`config.mk`:
```
export PLATFORM = sky130hd
export DESIGN_NAME = chs_hash
export DESIGN_NICKNAME = d
export VERILOG_FILES = /design/src/rtl/chs_pkg.sv /design/src/rtl/chs_hash.sv
export SDC_FILE = /design/constraint.sdc
export NUM_CORES = 2
export LEC_CHECK = 0
export BUFFER_PORTS_ARGS = -buffer_cell sky130_fd_sc_hd__buf_2
export CAP_MARGIN = 15
export CORE_MARGIN = 1
export CORE_UTILIZATION = 40
export DETAILED_ROUTE_END_ITERATION = 8
export GPL_ROUTABILITY_DRIVEN = 0
export SLEW_MARGIN = 30
export SYNTH_ARGS = -nofsm -noshare
export SYNTH_HDL_FRONTEND = slang
export SYNTH_SLANG_ARGS = --single-unit
```
`constraint.sdc`:
```
create_clock -name clk -period 8.7 [get_ports clk]
set_input_delay 2.175 -clock clk [delete_from_list [all_inputs] [get_ports clk]]
set_output_delay 2.175 -clock clk [all_outputs]
set_load 0.005 [all_outputs]
```
`src/rtl/chs_pkg.sv`:
```
// ----------------------------------------------------------------------------
// chs_pkg: shared types and constants for the chained hash set
// Pool and bucket sizes, the hash multiplier, command and status codes.
// ----------------------------------------------------------------------------
`default_nettype none
package chs_pkg;
	localparam int BUCKETS    = 256;
	localparam int POOL_DEPTH = 1024;
	localparam int SLOT_W     = 10;
	localparam int BKT_W      = 8;
	localparam int CNT_W      = 9;
	localparam int KEY_W      = 64;
	localparam logic [31:0] HASH_MUL = 32'd2654435761;

	typedef enum logic [1:0] {
		CMD_FIND   = 2'd0,
		CMD_INSERT = 2'd1,
		CMD_REMOVE = 2'd2,
		CMD_SPARE  = 2'd3
	} cmd_t;

	typedef enum logic [1:0] {
		ST_OK     = 2'd0,
		ST_DUP    = 2'd1,
		ST_FULL   = 2'd2,
		ST_ABSENT = 2'd3
	} status_t;
endpackage
`default_nettype wire

```
`src/rtl/chs_hash.sv`:
```
// ----------------------------------------------------------------------------
// chs_hash: multiplicative hash and bucket reduction
// One 32x32 multiplier used twice for the low 64 product bits, then a
// restoring remainder, one dividend bit per cycle.
// ----------------------------------------------------------------------------
`default_nettype none
module chs_hash
	import chs_pkg::*;
(
	input  wire logic               clk,
	input  wire logic               arst_n,
	input  wire logic               start,
	input  wire logic [KEY_W-1:0]   key,
	input  wire logic [CNT_W-1:0]   divisor,
	output logic                    done,
	output logic [BKT_W-1:0]        bucket
);
	typedef enum logic [3:0] {
		H_IDLE = 4'b0001,
		H_LO   = 4'b0010,
		H_HI   = 4'b0100,
		H_DIV  = 4'b1000
	} hphase_t;

	hphase_t          phase_q;
	logic [KEY_W-1:0] key_q;
	logic [KEY_W-1:0] prod_q;
	logic [5:0]       cnt_q;
	logic [CNT_W-1:0] rem_q;
	logic [31:0]      mul_a;
	logic [63:0]      mul_p;
	logic [CNT_W:0]   trial;
	logic [CNT_W:0]   diff;
	logic [CNT_W-1:0] rem_next;

	assign mul_a = (phase_q == H_HI) ? key_q[63:32] : key_q[31:0];
	assign mul_p = {32'd0, mul_a} * {32'd0, HASH_MUL};

	assign trial    = {rem_q, prod_q[KEY_W-1]};
	assign diff     = trial - {1'b0, divisor};
	assign rem_next = (trial >= {1'b0, divisor}) ? diff[CNT_W-1:0] : trial[CNT_W-1:0];

	assign done   = (phase_q == H_DIV) && (cnt_q == 6'd0);
	assign bucket = rem_next[BKT_W-1:0];

	always_ff @(posedge clk or negedge arst_n) begin
		if (!arst_n) begin
			phase_q <= H_IDLE;
		end else begin
			unique case (phase_q)
				H_IDLE: if (start) phase_q <= H_LO;
				H_LO:   phase_q <= H_HI;
				H_HI:   phase_q <= H_DIV;
				H_DIV:  if (cnt_q == 6'd0) phase_q <= H_IDLE;
				default: phase_q <= H_IDLE;
			endcase
		end
	end

	always_ff @(posedge clk) begin
		unique case (phase_q)
			H_IDLE: if (start) key_q <= key;
			H_LO:   prod_q <= mul_p;
			H_HI: begin
				// only the low half of the upper partial product lands in range
				prod_q[63:32] <= prod_q[63:32] + mul_p[31:0];
				cnt_q         <= 6'd63;
				rem_q         <= '0;
			end
			H_DIV: begin
				rem_q  <= rem_next;
				prod_q <= {prod_q[KEY_W-2:0], 1'b0};
				cnt_q  <= cnt_q - 6'd1;
			end
			default: ;
		endcase
	end
endmodule
`default_nettype wire
```
; ---- Yosys cells after proc, flatten, opt, wreduce, memory -nomap -nowiden
; Index checks and enable logic that the tools add are counted.
[word_totals]
regBits = 147
[classes]
n_mul = 1
n_reduce_logical = 7
eq_ne = 6
mux = 9
addsub = 3
n_lt_le_gt_ge = 1
[op_table]
columns = cell, n
row1 = 32-bit case mux with 3 select lines, 1
row2 = 32-bit by 32-bit multiplier with 64-bit output (second input constant), 1
row3 = 32-bit case mux with 2 select lines, 1
row4 = 32-bit adder, 1
row5 = 32-bit two-way mux, 1
row6 = 9-bit case mux with 2 select lines, 1
row7 = 4-bit case mux with 4 select lines, 1
row8 = 6-bit case mux with 2 select lines, 1
row9 = 10-bit by 9-bit >= comparator with 1-bit output, 1
row10 = 9-bit two-way mux, 1
row11 = 9-bit subtractor, 1
row12 = 4-bit two-way mux, 2
row13 = 6-bit logical NOT, 1
row14 = 6-bit by 1-bit subtractor with 6-bit output (second input constant), 1
row15 = 4-bit by 1-bit equality test with 1-bit output (second input constant), 1
row16 = 4-bit by 2-bit equality test with 1-bit output (second input constant), 1
row17 = 4-bit by 3-bit equality test with 1-bit output (second input constant), 1
row18 = 4-bit equality test (second input constant), 1
row19 = 2-bit AND reduction, 2
row20 = 2-bit nonzero test, 2
row21 = 3-bit nonzero test, 1
row22 = 2-bit by 1-bit != test with 1-bit output (second input constant), 1
row23 = 2-bit != test (second input constant), 1
row24 = 1-bit logical AND, 1

; ---- Depth between registers and ports, before layout
[depth]
word_depth = 5
mapped_depth = 41
ltp_nobuf = 38

; ---- Worst setup path after synthesis
; Ideal clock, no wire load.
[synth_path]
path_kind = register -> register
from = reg phase_q[3]
to = reg prod_q[62], data pin
required_time_ns = 8.428
arrival_ns = 9.126
synth_period_minus_slack_ns = 9.398
n_path_buf = 4
path_slack_ns = -0.698
path_stages_with_launch = 38
cell_sequence = dfrtp_1 -> nor2b_1 -> and2_1 -> clkbuf_1 -> clkbuf_1 -> buf_2 -> mux2i_1 -> inv_1 -> ha_1 -> ha_1 -> fa_1 -> inv_1 -> fa_1 -> inv_1 -> fa_1 -> inv_1 -> fa_1 -> inv_1 -> [2 not listed] -> ha_1 -> a21o_1 -> a21oi_1 -> o211ai_1 -> and4_1 -> nor3_1 -> xnor2_1 -> ha_1 -> clkbuf_1 -> inv_1 -> o21bai_1 -> a21oi_1 -> nor2b_1 -> o21ai_0 -> a21oi_1 -> nor4_2 -> xor2_1 -> o221ai_1
[synth_between]
elab_chain_cells = 5
word_cells_on_any_way = 7
cone_classes = add/sub: 1 / mul: 1 / eq/ne: 3 / mux: 2
[synth_lines]
columns = element, line
row1 = start: declaration, chs_hash.sv:25  ; hphase_t phase_q;
row2 = start signal: assignment, chs_hash.sv:48  ; phase_q <= H_IDLE;
row3 = start signal: assignment, chs_hash.sv:51  ; H_IDLE: if (start) phase_q <= H_LO;
row4 = start signal: assignment, chs_hash.sv:52  ; H_LO: phase_q <= H_HI;
row5 = 4-bit by 3-bit equality test with 1-bit output, "chs_hash.sv:36, chs_hash.sv:61"
row6 = 32-bit two-way mux, chs_hash.sv:36  ; assign mul_a = (phase_q == H_HI) ? key_q[63:32] : key_q[31:0];
row7 = 32-bit by 32-bit multiplier with 64-bit output, chs_hash.sv:37  ; assign mul_p = {32'd0, mul_a} * {32'd0, HASH_MUL};
row8 = 32-bit adder, chs_hash.sv:66  ; prod_q[63:32] <= prod_q[63:32] + mul_p[31:0];
row9 = 32-bit case mux with 3 select lines *, chs_hash.sv:61  ; unique case (phase_q)
row10 = end signal: assignment, chs_hash.sv:63  ; H_LO: prod_q <= mul_p;
row11 = end signal: assignment, chs_hash.sv:66
row12 = end signal: assignment, chs_hash.sv:72  ; prod_q <= {prod_q[KEY_W-2:0], 1'b0};
row13 = end: declaration, chs_hash.sv:27  ; logic [KEY_W-1:0] prod_q;
; Mark *: on every way between the ends. The rest lies on a longest branch, timed or not.
; A chain may end at the register's enable or synchronous reset.

; ---- Worst setup path in the final report
[layout_path]
from = reg phase_q[3]
to = reg prod_q[60], data pin
; The elaborated chain is that of the path after synthesis.

==> out/results.txt <==
Outcome - finished clean
Core Region - 67400 um2
Total number of H-tree levels - 4
Worst reg2reg endpoint - prod_q[60]
WP buf/inv - 12
Nets - 3957
Origin of the worst min-delay path - prod_q[3]
R2R depth - 36
Sum of routed wire length over all layers - 79000 um
Number of antenna violations at the first check in global routing - 0
Setup-failing EPs final - 0
Cell area after synthesis - 27400 um2
Antenna diode count - 0
Maximum operating frequency - 117 MHz
Fraction of registers with async set/reset - 2.72%
IO Pins - 85
Arrival time of the worst setup path - 8.77 ns
Crit Path Max Fanout - 5
Class of the most critical hold timing path - reg2reg
Largest net degree at the start of global routing - 70
Shortest period the worst path allows - 8.54 ns
IO Port Bufs - 84
Number of instances in the synthesized netlist - 2654
Max incr delay on CP - 0.55 ns
Clock Latency Late Sink - 0.52 ns
Fraction of the cycle the final worst path needs - 98.1%
Die Y - 264 um
Maxcap violations - 0
CTS tree - built
# hold bufs at CTS - 0
Net Count, Synth - 3621
Via count of the first global-routing pass - 21417
EDFF count, synth - 143
Share of cells above drive strength 1 - 22.0%
CP max stage cell - sky130_fd_sc_hd__fa_1
Ranking of synthesized cells by area - sky130_fd_sc_hd__fa_1 (33%), sky130_fd_sc_hd__ha_1 (20%), sky130_fd_sc_hd__edfxtp_1 (16%)
Minimum setup slack among reg-to-reg paths - 0.16 ns
Hold Path End - prod_q[4]
Mean post-synth cell area - 10.3 um2
Number of vias per cell - 5.21
Global route total overflow - 0
Library cell appearing most often on the critical path - sky130_fd_sc_hd__fa_1
Data required time at the worst endpoint - 8.93 ns
Via count - 20205
Post-Layout Cell Count - 3876
Number of library cell types mapped by synthesis - 93
Post-detailed-placement half-perimeter wirelength - 67300 um
Clock tree buffer depth - 2
Count of pins over their slew limit - 0
Number of clock sinks - 147
Share of Yosys cell area claimed by the top area cell type - 33.1%
Setup crit end kind - flip-flop
Synthesis-to-finish area growth - 19.4%
Synthesis warning total - 0
Cell at the root of the clock tree - sky130_fd_sc_hd__clkbuf_16
Total CTS buffers - 17
Final ANT Viol Nets - 0
Clock transition time at the flip-flop clock pins of the worst setup and hold paths - 0.07 ns
Cell depth of the worst min-delay path - 2
Slew of the pin with the lowest slew margin - 0.803 ns
Critical path type - reg2reg
Initial DRC Count - 1270
Most common flop cell mapped by yosys - sky130_fd_sc_hd__edfxtp_1
Top cell family by delay on the critical path - adder cells
Number of remaining DRC errors - 0
Area of placed instances - 30400 um2
Pre-antenna DRT Iters - 7
Die width - 264 um
Count of placed standard cells including taps - 3785
Hold Vio Cnt, Final - 0
Global-route wire length before repair - 121000 um
Worst clock skew - 0.0248 ns
Average routed wire per standard cell - 20.4 um
Number of synthesized register bits - 147
Relative slew slack - 46.5%
DIE AREA - 69500 um2
Kind of start point of the critical path - flip-flop
Proportion of synthesized chip area in sequential cells - 16.1%
# rows - 95
Gr usage total - 23.0%
Post-layout utilization of the core - 48.5%
Initial core utilization - 40.6%
Most area-hungry cell type in the Yosys netlist - sky130_fd_sc_hd__fa_1
Launch point of the worst reg-to-reg path - phase_q[3]
Design area - 32700 um2
[final cells by class]
type / instances / area [um2]
Sequential cell: 147 / 4400
Clock buffer: 17 / 425
Multi-Input combinational cell: 1802 / 21400
Clock inverter: 15 / 201
Fill cell: 6031 / 34700
Timing Repair Buffer: 386 / 2830
Tap cell: 873 / 1090
Inverter: 636 / 2390
[synthesized netlist by cell type (11+ instances only)]
master,number
sky130_fd_sc_hd__o21bai_1,16
sky130_fd_sc_hd__and3_1,14
sky130_fd_sc_hd__xor2_1,31
sky130_fd_sc_hd__a21o_1,49
sky130_fd_sc_hd__nor2b_1,13
sky130_fd_sc_hd__ha_1,438
sky130_fd_sc_hd__clkbuf_1,37
sky130_fd_sc_hd__buf_4,14
sky130_fd_sc_hd__nand2_1,155
sky130_fd_sc_hd__mux2i_1,22
sky130_fd_sc_hd__mux2_2,11
sky130_fd_sc_hd__edfxtp_1,143
sky130_fd_sc_hd__nand3_1,25
sky130_fd_sc_hd__a31oi_1,13
sky130_fd_sc_hd__fa_1,453
sky130_fd_sc_hd__a21oi_1,108
sky130_fd_sc_hd__and2_1,13
sky130_fd_sc_hd__a22oi_1,21
sky130_fd_sc_hd__a211oi_1,12
sky130_fd_sc_hd__o21ai_0,58
sky130_fd_sc_hd__inv_1,636
sky130_fd_sc_hd__o21ai_1,23
sky130_fd_sc_hd__nor2_1,85
sky130_fd_sc_hd__nand2b_1,15
sky130_fd_sc_hd__xnor2_1,58
sky130_fd_sc_hd__nor3_1,24
sky130_fd_sc_hd__nand4_1,23
[registers in the layout, indices dropped and copies added (netlist names)]
signal and count:
cnt_q 6, key_q 64, phase_q 4, prod_q 64
rem_q 9
[through the flow]
stage	hold slack (ns)	setup TNS [ns]	setup WS [ns]
final	0.517	0	0.163
after global placement	0.486	-0.461	-0.130
after CTS	0.521	-0.0336	-0.0125
after detailed placement	0.504	-1.23	-0.295
after floorplan	0.484	0	0.0280
after global routing	0.540	-0.470	-0.0829
[per-layer routing]
layer | GRT usage (%) | part of all wire, % | vias to the layer above
li1 | - | - | 9296
met1 | 30.9 | 43 | 10107
met4 | 7.86 | 3.3 | 0
met5 | 0 | 0 | -
met2 | 37.3 | 47 | 681
met3 | 4.16 | 6.5 | 121
[worst max path at each step]
stage / from / endpoint / cells past startpoint
3_3_place_gp: phase_q[2] / prod_q[62] / 36
5_1_grt: phase_q[2] / prod_q[59] / 38
4_1_cts: phase_q[0] / prod_q[63] / 33
2_1_floorplan: phase_q[1] / prod_q[63] / 35
6_report: phase_q[3] / prod_q[60] / 36
3_5_place_dp: phase_q[2] / prod_q[62] / 36
[cell families (layout without fill, tap and decap cells)]
family / count (synthesis) / in the layout / synth area share, %
flops: 147 / 147 / 16.1
compound gates: 381 / 381 / 9.18
buf+inv: 705 / 1054 / 10.3
simple gates: 408 / 408 / 7.21
mux: 33 / 33 / 1.26
fa+ha+maj: 891 / 891 / 53.1
xor+xnor: 89 / 89 / 2.85
[what timing repair did]
action / in CTS / in global routing
cloned: 1 / 0
pin swaps: 15 / 114
setup endpoints to repair: 9 / 19
setup buffers: 8 / 53
resized for setup: 36 / 198
[cells in the final DEF, fill, tap and decap left out, types with 20 or more instances in the layout]
cell type,Yosys,layout
sky130_fd_sc_hd__a21o_1,49,49
sky130_fd_sc_hd__a21oi_1,108,92
sky130_fd_sc_hd__a22oi_1,21,20
sky130_fd_sc_hd__buf_2,2,84
sky130_fd_sc_hd__buf_4,14,281
sky130_fd_sc_hd__edfxtp_1,143,143
sky130_fd_sc_hd__fa_1,453,432
sky130_fd_sc_hd__fa_2,0,21
sky130_fd_sc_hd__ha_1,438,398
sky130_fd_sc_hd__ha_4,0,34
sky130_fd_sc_hd__inv_1,636,601
sky130_fd_sc_hd__inv_2,0,34
sky130_fd_sc_hd__nand2_1,155,146
sky130_fd_sc_hd__nand3_1,25,25
sky130_fd_sc_hd__nand4_1,23,23
sky130_fd_sc_hd__nor2_1,85,80
sky130_fd_sc_hd__o21ai_0,58,51
sky130_fd_sc_hd__o21ai_1,23,23
sky130_fd_sc_hd__xnor2_1,58,43
sky130_fd_sc_hd__xor2_1,31,27
[tightest hold or removal path, cell delays in order (launching register included)]
cell                       delay [ns]
sky130_fd_sc_hd__edfxtp_1        0.33
sky130_fd_sc_hd__nand2_1         0.05
sky130_fd_sc_hd__nand2_1         0.04
Power is not shown: default switching activity piles up to over one toggle a cycle in this logic, so the estimate is an artifact.
